[src/rtl/assert_macros.svh]
// Assertion macros used by the top-level RTL file.
`ifndef ASSERT_MACROS_SVH
`define ASSERT_MACROS_SVH
`ifndef SYNTHESIS
`define CHK_IMPL(label, clk, rst_n, ante, cons) \
    label: assert property (@(posedge clk) disable iff (!rst_n) (ante) |-> (cons)) \
        else $error("check failed");
`define CHK_NEXT(label, clk, rst_n, ante, cons) \
    label: assert property (@(posedge clk) disable iff (!rst_n) (ante) |=> (cons)) \
        else $error("check failed");
`else
`define CHK_IMPL(label, clk, rst_n, ante, cons)
`define CHK_NEXT(label, clk, rst_n, ante, cons)
`endif
`endif

[src/rtl/ffpc_pkg.sv]
// Package: payload types, register indexes and constants of the controller.
`default_nettype none
package ffpc_pkg;
    typedef struct packed {
        logic              emergency_stop;
        logic [1:0]        mode;
        logic              fan_manual_hold;
        logic              pump_manual_hold;
        logic              occupied;
        logic signed [11:0] temperature;
        logic [9:0]        air_humidity;
        logic [6:0]        soil_humidity;
        logic [8:0]        rain_chance;
        logic              pump_running;
    } t_in_item;

    typedef struct packed {
        logic       fan_drive_valid;
        logic [6:0] fan_speed;
        logic       pump_drive_valid;
        logic       pump_command;
    } t_out_item;

    localparam logic [1:0] MODE_MANUAL = 2'd0;
    localparam logic [1:0] MODE_AUTO   = 2'd1;
    localparam logic [1:0] MODE_SMART  = 2'd2;

    localparam int CFG_W = 12;
    localparam int IDX_W = 3;
    localparam logic [IDX_W-1:0] REG_HEAT_LOW  = 3'd0;
    localparam logic [IDX_W-1:0] REG_HEAT_HIGH = 3'd1;
    localparam logic [IDX_W-1:0] REG_AIR_LOW   = 3'd2;
    localparam logic [IDX_W-1:0] REG_AIR_HIGH  = 3'd3;
    localparam logic [IDX_W-1:0] REG_PUMP_ON   = 3'd4;
    localparam logic [IDX_W-1:0] REG_DRY_LOW   = 3'd5;
    localparam logic [IDX_W-1:0] REG_DRY_HIGH  = 3'd6;

    // Job queue size
    localparam int QDEPTH_LOG2 = 2;
    localparam int QDEPTH      = 1 << QDEPTH_LOG2;

    // Divider request slots
    localparam int NUM_DIV = 3;
    localparam int DIV_HEAT = 0;
    localparam int DIV_AIR  = 1;
    localparam int DIV_DRY  = 2;

    // Classified job passed from front to back
    typedef struct packed {
        logic        fan_on;
        logic        fan_zero;      // smart mode, nobody present
        logic        pump_on;
        logic [1:0]  mode;
        logic        running;
        logic [8:0]  rain_sat;
        logic [2:0]  sat_one;       // membership saturated at one
        logic [2:0]  sat_zero;      // membership saturated at zero
        logic [12:0] num_heat;
        logic [12:0] den_heat;
        logic [12:0] num_air;
        logic [12:0] den_air;
        logic [12:0] num_dry;
        logic [12:0] den_dry;
        logic        auto_cmd;
    } t_job;
endpackage
`default_nettype wire

[src/rtl/ffpc_front.sv]
// Front end: classifies a snapshot and prepares the division operands.
`default_nettype none
module ffpc_front (
    input  wire                     i_clk,
    input  wire                     i_rst_n,
    input  wire                     i_take,
    input  wire ffpc_pkg::t_in_item i_item,
    input  wire logic signed [11:0] i_heat_low,
    input  wire logic signed [11:0] i_heat_high,
    input  wire logic [9:0]         i_air_low,
    input  wire logic [9:0]         i_air_high,
    input  wire logic [6:0]         i_pump_on,
    input  wire logic [6:0]         i_dry_low,
    input  wire logic [6:0]         i_dry_high,
    output logic                    o_valid,
    output ffpc_pkg::t_job          o_job
);
    import ffpc_pkg::*;

    logic        r_valid;
    t_job        r_job;
    t_job        n_job;
    logic [7:0]  off_lvl;
    logic signed [12:0] t13, hl13, hh13;
    logic [9:0]  air;
    logic [6:0]  soil;

    always_comb begin
        t13  = 13'(i_item.temperature);
        hl13 = 13'(i_heat_low);
        hh13 = 13'(i_heat_high);
        air  = i_item.air_humidity;
        soil = i_item.soil_humidity;
        off_lvl = 8'(i_pump_on) + 8'd5;
        if (off_lvl > 8'd100) off_lvl = 8'd100;

        n_job = '0;
        n_job.fan_on  = !i_item.emergency_stop && i_item.mode != MODE_MANUAL
                        && !i_item.fan_manual_hold;
        n_job.pump_on = !i_item.emergency_stop && i_item.mode != MODE_MANUAL
                        && !i_item.pump_manual_hold;
        n_job.fan_zero = i_item.mode == MODE_SMART && !i_item.occupied;
        n_job.mode    = i_item.mode;
        n_job.running = i_item.pump_running;
        n_job.rain_sat = (i_item.rain_chance > 9'd256) ? 9'd256 : i_item.rain_chance;

        // rising: zero at or below low wins over one at or above high
        n_job.sat_zero[DIV_HEAT] = t13 <= hl13;
        n_job.sat_one[DIV_HEAT]  = !(t13 <= hl13) && t13 >= hh13;
        n_job.num_heat = 13'(t13 - hl13);
        n_job.den_heat = 13'(hh13 - hl13);

        n_job.sat_zero[DIV_AIR] = air <= i_air_low;
        n_job.sat_one[DIV_AIR]  = !(air <= i_air_low) && air >= i_air_high;
        n_job.num_air = 13'(air - i_air_low);
        n_job.den_air = 13'(i_air_high - i_air_low);

        // falling: one at or below low, zero at or above high
        n_job.sat_one[DIV_DRY]  = soil <= i_dry_low;
        n_job.sat_zero[DIV_DRY] = !(soil <= i_dry_low) && soil >= i_dry_high;
        n_job.num_dry = 13'(i_dry_high - soil);
        n_job.den_dry = 13'(i_dry_high - i_dry_low);

        if (soil <= i_pump_on)           n_job.auto_cmd = 1'b1;
        else if (8'(soil) >= off_lvl)    n_job.auto_cmd = 1'b0;
        else                             n_job.auto_cmd = i_item.pump_running;
    end

    always_ff @(posedge i_clk) begin
        if (!i_rst_n) begin
            r_valid <= 1'b0;
        end else begin
            r_valid <= i_take;
        end
        if (i_take) begin
            r_job <= n_job;
        end
    end

    assign o_valid = r_valid;
    assign o_job   = r_job;
endmodule
`default_nettype wire

[src/rtl/ffpc_queue.sv]
// Short FIFO of classified jobs between front and back.
`default_nettype none
module ffpc_queue (
    input  wire            i_clk,
    input  wire            i_rst_n,
    input  wire            i_push,
    input  wire ffpc_pkg::t_job i_job,
    input  wire            i_pop,
    output logic           o_empty,
    output logic           o_full,
    output ffpc_pkg::t_job o_job
);
    import ffpc_pkg::*;

    localparam int DEPTH_LOG2 = QDEPTH_LOG2;
    localparam int DEPTH = QDEPTH;

    t_job                r_mem [DEPTH];
    logic [DEPTH_LOG2:0] r_wp, r_rp;

    always_ff @(posedge i_clk) begin
        if (!i_rst_n) begin
            r_wp <= '0;
            r_rp <= '0;
        end else begin
            if (i_push) r_wp <= r_wp + 1'b1;
            if (i_pop)  r_rp <= r_rp + 1'b1;
        end
        if (i_push) r_mem[r_wp[DEPTH_LOG2-1:0]] <= i_job;
    end

    assign o_empty = r_wp == r_rp;
    assign o_full  = (r_wp[DEPTH_LOG2-1:0] == r_rp[DEPTH_LOG2-1:0])
                     && (r_wp[DEPTH_LOG2] != r_rp[DEPTH_LOG2]);
    assign o_job   = r_mem[r_rp[DEPTH_LOG2-1:0]];
endmodule
`default_nettype wire

[src/rtl/ffpc_back.sv]
// Back end: bit-serial dividers for memberships, then fan and pump decisions.
`default_nettype none
module ffpc_back #(
    parameter int FRACTION_BITS = 8
) (
    input  wire                   i_clk,
    input  wire                   i_rst_n,
    input  wire                   i_avail,
    input  wire ffpc_pkg::t_job   i_job,
    output logic                  o_pop,
    output logic                  o_busy,
    output logic                  o_strobe,
    output ffpc_pkg::t_out_item   o_item
);
    import ffpc_pkg::*;

    localparam int NW = 13 + FRACTION_BITS;   // dividend width
    localparam int QW = FRACTION_BITS + 1;    // quotient fits in ONE
    localparam int CW = $clog2(NW + 1);
    localparam int DW = FRACTION_BITS + 1;
    localparam int PW = DW + 15;
    localparam logic [PW-1:0] SCALE = PW'(1) << (FRACTION_BITS + 8);

    logic           r_busy, r_stage2, r_strobe;
    logic [CW-1:0]  r_cnt;
    t_job           r_job;
    logic [NW-1:0]  r_num [NUM_DIV];
    logic [12:0]    r_rem [NUM_DIV];
    logic [NW-1:0]  r_quo [NUM_DIV];
    logic [PW-1:0]  r_prod;
    logic [DW-1:0]  r_dem;
    t_out_item      r_item;
    logic [12:0]    den [NUM_DIV];
    logic [13:0]    trial [NUM_DIV];
    logic [DW-1:0]  mem [NUM_DIV];
    logic [DW-1:0]  dem;
    logic [14:0]    wgt;
    logic [DW+6:0]  spd_full;
    logic [7:0]     spd;
    t_out_item      n_item;

    always_comb begin
        den[DIV_HEAT] = i_job.den_heat;
        den[DIV_AIR]  = i_job.den_air;
        den[DIV_DRY]  = i_job.den_dry;
        if (r_busy) begin
            den[DIV_HEAT] = r_job.den_heat;
            den[DIV_AIR]  = r_job.den_air;
            den[DIV_DRY]  = r_job.den_dry;
        end
        for (int k = 0; k < NUM_DIV; k++) begin
            trial[k] = {r_rem[k], r_num[k][NW-1]};
        end
    end

    assign o_pop  = i_avail && !r_busy && !r_stage2;
    assign o_busy = r_busy || r_stage2;

    always_ff @(posedge i_clk) begin
        if (!i_rst_n) begin
            r_busy   <= 1'b0;
            r_stage2 <= 1'b0;
            r_strobe <= 1'b0;
            r_cnt    <= '0;
        end else begin
            r_strobe <= r_stage2;
            r_stage2 <= r_busy && r_cnt == CW'(1);
            if (o_pop) begin
                r_busy <= 1'b1;
                r_cnt  <= CW'(NW);
            end else if (r_busy) begin
                r_cnt <= r_cnt - 1'b1;
                if (r_cnt == CW'(1)) r_busy <= 1'b0;
            end
        end
        if (o_pop) begin
            r_job <= i_job;
            r_num[DIV_HEAT] <= {i_job.num_heat, FRACTION_BITS'(0)};
            r_num[DIV_AIR]  <= {i_job.num_air,  FRACTION_BITS'(0)};
            r_num[DIV_DRY]  <= {i_job.num_dry,  FRACTION_BITS'(0)};
            for (int k = 0; k < NUM_DIV; k++) begin
                r_rem[k] <= '0;
                r_quo[k] <= '0;
            end
        end else if (r_busy) begin
            for (int k = 0; k < NUM_DIV; k++) begin
                r_num[k] <= r_num[k] << 1;
                if (trial[k] >= {1'b0, den[k]}) begin
                    r_rem[k] <= 13'(trial[k] - {1'b0, den[k]});
                    r_quo[k] <= {r_quo[k][NW-2:0], 1'b1};
                end else begin
                    r_rem[k] <= trial[k][12:0];
                    r_quo[k] <= {r_quo[k][NW-2:0], 1'b0};
                end
            end
        end
        if (r_busy && r_cnt == CW'(1)) begin
            r_dem  <= dem;
            r_prod <= PW'(mem[DIV_DRY]) * PW'(wgt);
        end
        if (r_stage2) r_item <= n_item;
    end

    always_comb begin
        for (int k = 0; k < NUM_DIV; k++) begin
            if (r_job.sat_one[k])       mem[k] = DW'(1) << FRACTION_BITS;
            else if (r_job.sat_zero[k]) mem[k] = '0;
            else if (trial[k] >= {1'b0, den[k]})
                mem[k] = DW'({r_quo[k][QW-2:0], 1'b1});
            else
                mem[k] = DW'({r_quo[k][QW-2:0], 1'b0});
        end
        dem = (mem[DIV_HEAT] > mem[DIV_AIR]) ? mem[DIV_HEAT] : mem[DIV_AIR];
        wgt = 15'd25600 - 15'(r_job.rain_sat * 15'd85);

        spd_full = (DW+7)'(r_dem) * (DW+7)'(75);
        spd = 8'd25 + 8'(spd_full >> FRACTION_BITS);
        if (spd > 8'd100) spd = 8'd100;

        n_item = '0;
        if (r_job.fan_on) begin
            n_item.fan_drive_valid = 1'b1;
            if ((DW+5)'(r_dem) * (DW+5)'(20) >= (DW+5)'(1) << FRACTION_BITS
                && !r_job.fan_zero)
                n_item.fan_speed = spd[6:0];
        end
        if (r_job.pump_on) begin
            n_item.pump_drive_valid = 1'b1;
            case (r_job.mode)
                MODE_AUTO:  n_item.pump_command = r_job.auto_cmd;
                MODE_SMART: begin
                    if (r_prod >= PW'(45) * SCALE)      n_item.pump_command = 1'b1;
                    else if (r_prod <= PW'(25) * SCALE) n_item.pump_command = 1'b0;
                    else                                n_item.pump_command = r_job.running;
                end
                default:    n_item.pump_command = 1'b0;
            endcase
        end
    end

    assign o_strobe = r_strobe;
    assign o_item   = r_item;
endmodule
`default_nettype wire

[src/rtl/fuzzy_fan_and_pump_controller_core.sv]
// Top level: fuzzy fan and hysteresis pump controller core.
//  channel | handshake          | payload
//  input   | i_start / o_busy   | i_item (t_in_item)
//  result  | o_done strobe      | o_result (t_out_item)
//  config  | i_cfg_we           | i_cfg_idx, i_cfg_data
// A snapshot passes the front register and the queue, then the back end, which runs
// one bit per cycle in three shared-step dividers and registers the decision.
// The back end takes no new job until it is through with the last; a four-entry queue
// lets the front take snapshots meanwhile; o_busy rises while four jobs wait.
// Reset is synchronous and loads the register defaults; results cannot stall.
`default_nettype none
module fuzzy_fan_and_pump_controller_core #(
    parameter int FRACTION_BITS = 8
) (
    input  wire                       i_clk,
    input  wire                       i_rst_n,
    input  wire                       i_start,
    output logic                      o_busy,
    input  wire ffpc_pkg::t_in_item   i_item,
    output logic                      o_done,
    output ffpc_pkg::t_out_item       o_result,
    input  wire                       i_cfg_we,
    input  wire [ffpc_pkg::IDX_W-1:0] i_cfg_idx,
    input  wire [ffpc_pkg::CFG_W-1:0] i_cfg_data
);
    import ffpc_pkg::*;
`include "assert_macros.svh"

    logic signed [11:0] r_heat_low, r_heat_high;
    logic [9:0]  r_air_low, r_air_high;
    logic [6:0]  r_pump_on, r_dry_low, r_dry_high;
    logic        take, f_valid, q_empty, q_full, pop, b_busy;
    t_job        f_job, q_job;
    logic [QDEPTH_LOG2:0] r_inflight;

    always_ff @(posedge i_clk) begin
        if (!i_rst_n) begin
            r_heat_low  <= 12'sd250;
            r_heat_high <= 12'sd350;
            r_air_low   <= 10'd400;
            r_air_high  <= 10'd800;
            r_pump_on   <= 7'd30;
            r_dry_low   <= 7'd20;
            r_dry_high  <= 7'd60;
        end else if (i_cfg_we) begin
            case (i_cfg_idx)
                REG_HEAT_LOW:  r_heat_low  <= i_cfg_data;
                REG_HEAT_HIGH: r_heat_high <= i_cfg_data;
                REG_AIR_LOW:   r_air_low   <= i_cfg_data[9:0];
                REG_AIR_HIGH:  r_air_high  <= i_cfg_data[9:0];
                REG_PUMP_ON:   r_pump_on   <= i_cfg_data[6:0];
                REG_DRY_LOW:   r_dry_low   <= i_cfg_data[6:0];
                REG_DRY_HIGH:  r_dry_high  <= i_cfg_data[6:0];
                default: ;
            endcase
        end
    end

    // Front register plus queue must never overflow: count jobs not yet popped.
    always_ff @(posedge i_clk) begin
        if (!i_rst_n) r_inflight <= '0;
        else r_inflight <= r_inflight + (QDEPTH_LOG2+1)'(take)
                           - (QDEPTH_LOG2+1)'(pop);
    end

    assign o_busy = r_inflight >= (QDEPTH_LOG2+1)'(QDEPTH);
    assign take   = i_start && !o_busy;

    ffpc_front u_front (
        .i_clk, .i_rst_n, .i_take(take), .i_item,
        .i_heat_low(r_heat_low), .i_heat_high(r_heat_high),
        .i_air_low(r_air_low), .i_air_high(r_air_high),
        .i_pump_on(r_pump_on), .i_dry_low(r_dry_low), .i_dry_high(r_dry_high),
        .o_valid(f_valid), .o_job(f_job)
    );

    ffpc_queue u_queue (
        .i_clk, .i_rst_n, .i_push(f_valid), .i_job(f_job), .i_pop(pop),
        .o_empty(q_empty), .o_full(q_full), .o_job(q_job)
    );

    ffpc_back #(.FRACTION_BITS(FRACTION_BITS)) u_back (
        .i_clk, .i_rst_n, .i_avail(!q_empty), .i_job(q_job),
        .o_pop(pop), .o_busy(b_busy), .o_strobe(o_done), .o_item(o_result)
    );

    `CHK_IMPL(a_no_overflow, i_clk, i_rst_n, f_valid, !q_full)
    `CHK_IMPL(a_pop_nonempty, i_clk, i_rst_n, pop, !q_empty)
    `CHK_NEXT(a_pop_busy, i_clk, i_rst_n, pop, b_busy)
    `CHK_IMPL(a_fan_zero, i_clk, i_rst_n, o_done && !o_result.fan_drive_valid,
              o_result.fan_speed == 7'd0)
endmodule
`default_nettype wire
[config.mk]
export PLATFORM = sky130hd
export DESIGN_NAME = fuzzy_fan_and_pump_controller_core
export DESIGN_NICKNAME = d
export VERILOG_FILES = /design/src/rtl/ffpc_pkg.sv /design/src/rtl/ffpc_front.sv /design/src/rtl/ffpc_queue.sv /design/src/rtl/ffpc_back.sv /design/src/rtl/fuzzy_fan_and_pump_controller_core.sv
export VERILOG_INCLUDE_DIRS = /design/src /design/src/rtl
export SDC_FILE = /design/constraint.sdc
export NUM_CORES = 1
export LEC_CHECK = 0
export ABC_AREA = 1
export BUFFER_PORTS_ARGS = -buffer_cell sky130_fd_sc_hd__clkbuf_2
export CAP_MARGIN = 40
export CORE_ASPECT_RATIO = 0.5
export CORE_MARGIN = 1.5
export CORE_UTILIZATION = 65
export CTS_BUF_LIST = sky130_fd_sc_hd__clkbuf_16
export DETAILED_ROUTE_END_ITERATION = 10
export PLACE_DENSITY = 0.94
export SYNTH_ARGS = -nofsm -noshare
export SYNTH_HDL_FRONTEND = slang
export SYNTH_HIERARCHICAL = 1
export SYNTH_SLANG_ARGS = --single-unit
[constraint.sdc]
create_clock -name i_clk -period 14.3 [get_ports i_clk]
set_input_delay 2.86 -clock i_clk [delete_from_list [all_inputs] [get_ports i_clk]]
set_output_delay 2.86 -clock i_clk [all_outputs]
set_load 0.1 [all_outputs]
; After elaboration in Yosys (flattened, before gate mapping)
; Memory sizes are Yosys's and may differ from the RTL's. A register that Yosys moved wholly into a read port is not among the register bits.
; Cells that the tools add are included.
[totals]
romBits = 0
word_cells = 233
mem_bits_rw = 562
mem_count = 4
inputBits = 64
reg_bits = 287
latch_bits = 0
[classes]
n_shift = 0
multipliers = 4
bitwise = 18
order_cmp = 19
n_mux = 73
reduce_logical = 37
addsub = 17
eq_ne = 11
n_div = 0
[memory_table]
columns = name, depth, word_bits, rd, rd_clocked_by_memory_dff, wr, line_no
row1 = u_queue.r_mem, 4, 100, 1, 1, 1, ffpc_queue.sv:18  ; t_job r_mem [DEPTH];
row2 = u_back.r_quo, 3, 21, 3, 0, 3, ffpc_back.sv:29  ; logic [NW-1:0] r_quo [NUM_DIV];
row3 = u_back.r_num, 3, 20, 3, 0, 3, ffpc_back.sv:27  ; logic [NW-1:0] r_num [NUM_DIV];
row4 = u_back.r_rem, 3, 13, 3, 0, 3, ffpc_back.sv:28  ; logic [12:0] r_rem [NUM_DIV];
[op_table]
columns = cell, count
row1 = two-way mux 21 bit, 6
row2 = two-way mux 13 bit, 6
row3 = two-way mux 9 bit, 7
row4 = two-way mux 20 bit, 3
row5 = >= comparator 14 x 13 -> 1 bit, 3
row6 = two-way mux 1 bit, 40
row7 = two-way mux 39 bit, 1
row8 = subtractor 13 bit, 3
row9 = subtractor 12 x 12 -> 13 bit, 2
row10 = ">= comparator 24 x 22 -> 1 bit, second input constant", 1
row11 = "less-or-equal comparator 24 x 21 -> 1 bit, second input constant", 1
row12 = multiplier 9 x 15 -> 24 bit, 1
row13 = subtractor 10 x 10 -> 11 bit, 2
row14 = "> comparator 8 x 7 -> 1 bit, second input constant", 2
row15 = "multiplier 9 x 7 -> 16 bit, second input constant", 1
row16 = two-way mux 8 bit, 2
row17 = AND reduction 2 bit, 8
row18 = subtractor 7 x 7 -> 8 bit, 2
row19 = "multiplier 9 x 7 -> 15 bit, second input constant", 1
row20 = OR 1 bit, 15
row21 = "subtractor 15 bit, first input constant", 1
row22 = ">= comparator 14 x 9 -> 1 bit, second input constant", 1
row23 = less-or-equal comparator 7 bit, 2
row24 = two-way mux 7 bit, 2
row25 = 33 further kinds, 66

; Longest topological paths before layout
[depth]
ltp_word = 8
mapped_depth = 40
depth_no_buf = 37

; Hierarchy
; The synthesis kept the hierarchy.
[by_module_without_submodules]
columns = module, area_each_um2, instances, cells_each
row1 = ffpc_back, 17207.8, 1, 1846
row2 = ffpc_queue, 17072.6, 1, 1525
row3 = ffpc_front, 6819.0, 1, 778
row4 = fuzzy_fan_and_pump_controller_core, 2672.6, 1, 380

; Least setup slack after synthesis
; No wires, ideal clock.
[synth_timing]
path_type = input to register
startpoint = input port i_start
endpoint = register r_inflight[1]
setup_slack_ps = 6468
stages = 6
path_buffers = 0
setup_time_ps = 110
arrival_ps = 7722
cell_sequence = inv_1 nor2_1 ha_1 fa_1 nand2_1 inv_1
[synth_between]
elab_chain_cells = 3
[synth_rtl]
columns = item, line_no
row1 = start: declaration, fuzzy_fan_and_pump_controller_core.sv:17  ; input wire i_start,
row2 = logical AND 1 bit, fuzzy_fan_and_pump_controller_core.sv:67  ; assign take = i_start && !o_busy;
row3 = named net take, fuzzy_fan_and_pump_controller_core.sv:32  ; logic take, f_valid, q_empty, q_full, pop, b_busy;
row4 = adder 3 x 1 -> 3 bit, fuzzy_fan_and_pump_controller_core.sv:62  ; else r_inflight <= r_inflight + (QDEPTH_LOG2+1)'(take)
row5 = subtractor 3 x 1 -> 3 bit, fuzzy_fan_and_pump_controller_core.sv:63  ; - (QDEPTH_LOG2+1)'(pop);
row6 = end signal: assignment, fuzzy_fan_and_pump_controller_core.sv:62
row7 = end: declaration, fuzzy_fan_and_pump_controller_core.sv:34  ; logic [QDEPTH_LOG2:0] r_inflight;
; The timed path passes the listed nets, and every way through them passes these cells.
; A chain may end at the register's enable or synchronous reset.

; Final worst setup path
[layout_timing]
startpoint = register u_back/r_job[88] (netlist bit)
endpoint = register u_back.r_prod[20], data pin
[layout_between]
elab_chain_cells = 3
[layout_rtl]
columns = item, line_no
row1 = start: declaration, ffpc_back.sv:26  ; t_job r_job;
row2 = start signal: assignment, ffpc_back.sv:77  ; r_job <= i_job;
row3 = multiplier 9 x 7 -> 15 bit, ffpc_back.sv:114  ; wgt = 15'd25600 - 15'(r_job.rain_sat * 15'd85);
row4 = subtractor 15 bit, ffpc_back.sv:114
row5 = multiplier 9 x 15 -> 24 bit, ffpc_back.sv:99  ; r_prod <= PW'(mem[DIV_DRY]) * PW'(wgt);
row6 = end signal: assignment, ffpc_back.sv:99
row7 = end: declaration, ffpc_back.sv:30  ; logic [PW-1:0] r_prod;
; No other way between the ends.

==> results.rst <==
.. list-table::
   :header-rows: 1

   * - Metric
     - Value
   * - Type of the most critical hold path
     - flop to flop
   * - Post-route core utilization
     - a little over two thirds
   * - Final slew viol count
     - 0
   * - I/O pin total
     - 76
   * - Critical path type
     - flop to flop
   * - Cell class contributing the biggest share of worst-path delay
     - adder cells
   * - Final cell area excluding filler cells
     - approximately 47000 µm²
   * - Final setup violation count
     - 0
   * - Initial detailed-routing violation count
     - around 3700
   * - Worst hold path cell count
     - 0
   * - Combined global-route utilization of all metal layers
     - 29.3%
   * - Drt first pass iters
     - 8
   * - Global-route wire length before repair
     - 161 mm
   * - Antenna-violating nets left
     - 0
   * - Share of final-layout standard cells stronger than drive strength 1
     - 6.94%
   * - Final setup skew
     - ~0.040 ns
   * - Clock slew at the register clock pins of the worst setup and hold paths
     - ~0.060 ns
   * - Synth Net Count
     - 5000
   * - Number of buffers and inverters on the critical path
     - 7
   * - Filler-free cell count of the finished design
     - approximately 5500
   * - Vias per cell
     - roughly 5.8
   * - Slew headroom
     - ~36%
   * - Number of gates resized after CTS
     - 0
   * - Number of buffers between clock root and the deepest sink
     - 3
   * - Tightest Pin Transition
     - between 0.9 and 1 ns
   * - Delay of the slowest cell on the worst path
     - roughly 0.55 ns
   * - Number of H-tree levels
     - 3
   * - Core Box Area
     - approximately 67000 µm²
   * - Vias in the first global route
     - 31981
   * - # port buffers
     - between 70 and 80
   * - Final #Nets
     - 5050
   * - Worst-case reg-to-reg path depth
     - 33
   * - X dimension of the die
     - between 300 and 400 µm
   * - Drt total wl
     - between 100 and 150 mm
   * - Summed negative setup slack over all endpoints
     - 0 ns
   * - Number of inserted diodes
     - 0
   * - Effective utilization at floorplan
     - between 60% and 70%
   * - Pin count of the biggest net entering global routing
     - around 110
   * - Total count of hold-check failures in the final report
     - 0
   * - Antenna violations before repair
     - 3
   * - Number of max-capacitance violations reported
     - 0
   * - GR Overflow Total
     - 0
   * - Number of clock sinks seen by CTS
     - slightly below 800
   * - Startpoint kind of the worst setup timing path
     - flop
   * - Cell with the biggest individual delay on the critical path
     - sky130_fd_sc_hd__fa_1
   * - Post-synthesis instance area
     - 43800 µm²
   * - RSZ-0062 raised after global routing
     - false
   * - Wire length per cell
     - between 15 and 20 µm
   * - Clock root buffer
     - sky130_fd_sc_hd__clkbuf_16
   * - Instance area after placement
     - between 40000 and 50000 µm²
   * - Clock period minus final worst setup slack
     - approximately 8.3 ns
   * - Max Fanout on Critical Path
     - 7
   * - Number of clock buffers inserted by TritonCTS
     - 68
   * - Number of buffers inserted for hold repair after clock tree synthesis
     - 0
   * - Routed via count
     - about 32000
   * - Total number of cells along the worst setup path
     - 33
   * - CP endpoint kind
     - flop
   * - TritonCTS clock tree
     - done
   * - Remaining routing DRC violations
     - 0
   * - Number of setup buffers added after CTS
     - 0
   * - Number of instances in the synthesized netlist
     - between 4000 and 5000
   * - Die Y
     - 186 µm
   * - Row cnt
     - between 60 and 70
   * - Number of cells in the design after placement
     - about 5400
   * - Die ar.
     - 69000 µm²
   * - Average size of a mapped cell
     - a little under 10 µm²
   * - Outcome
     - complete, no violations
   * - Max Freq
     - ~120 MHz
   * - Period utilization
     - 58.3%
   * - GP Congestion
     - just over 0.9
   * - Required arrival time at the worst endpoint
     - approximately 15 ns
   * - Source-to-sink clock delay at the later pin of the worst-skew pair
     - 0.63 ns
   * - Total number of yosys warnings
     - 6
   * - Endpoint arrival time on the critical path
     - roughly 8.7 ns
   * - Growth of design area from synthesis to finish
     - 7.32%
   * - Detail Placement HPWL
     - slightly below 70 mm
-- cell usage in the layout, fill, tap and decap left out, drive strengths merged, types with 2 or more instances in the layout --
cell,count
nand3,229
o21bai,12
fa,127
nand4,31
xor2,63
clkinv,18
o21ai,94
nand3b,9
o21a,4
mux2i,34
nor2,495
o211ai,8
nor4,8
o2111ai,5
edfxtp,691
and2,4
dfxtp,86
a21oi,146
clkinvlp,5
or2,113
inv,732
a21o,10
a31oi,8
xnor2,42
buf,31
o22ai,2
nand2,1138
a21boi,4
bufinv,3
o31ai,3
nor3,22
a22o,5
ha,283
clkbuf,144
a211oi,8
-- flip-flops by register name, indices dropped and copies added (netlist names), 12 cells and up, named ones only --
signal and cells:
u_queue/r_mem 400, r_heat_low 12, r_heat_high 12, u_back/r_job 61, u_back/r_rem 39, u_front/o_job 86, u_back/r_num 39, u_back/r_quo 24
u_back/r_prod 24
-- metrics by stage --
stage | hold WS (ns) | worst slack, ns
finish | 0.453 | 5.97
detailed placement | 0.439 | 6.01
floorplan | 0.426 | 6.47
global placement | 0.439 | 6.28
CTS | 0.456 | 5.98
global route | 0.472 | 5.45
-- worst paths after layout --
kind                         start                 to  slack [ns]
hold reg to reg   u_back/r_job[97]   u_back/o_item[1]        0.45
setup reg to reg  u_back/r_job[88]  u_back/r_prod[20]        5.97
hold / removal    u_back/r_job[97]   u_back/o_item[1]        0.45
setup / recovery  u_back/r_job[88]  u_back/r_prod[20]        5.97
-- layer usage --
metal	track usage, %	wire [µm]
met2	50.4	50300
met5	0	0
met1	37.2	39100
met3	4.80	8790
met4	11.8	4040
-- layout make-up --
class,instances,area (µm²)
Sequential cell,777,22500
Fill cell,4406,19800
Multi-Input combinational cell,2916,17800
Inverter,707,2670
Clock buffer,69,1730
Tap cell,897,1120
Timing Repair Buffer,106,792
Clock inverter,51,362
Power is not shown: default switching activity piles up to over one toggle a cycle in this logic, so the estimate is an artifact.
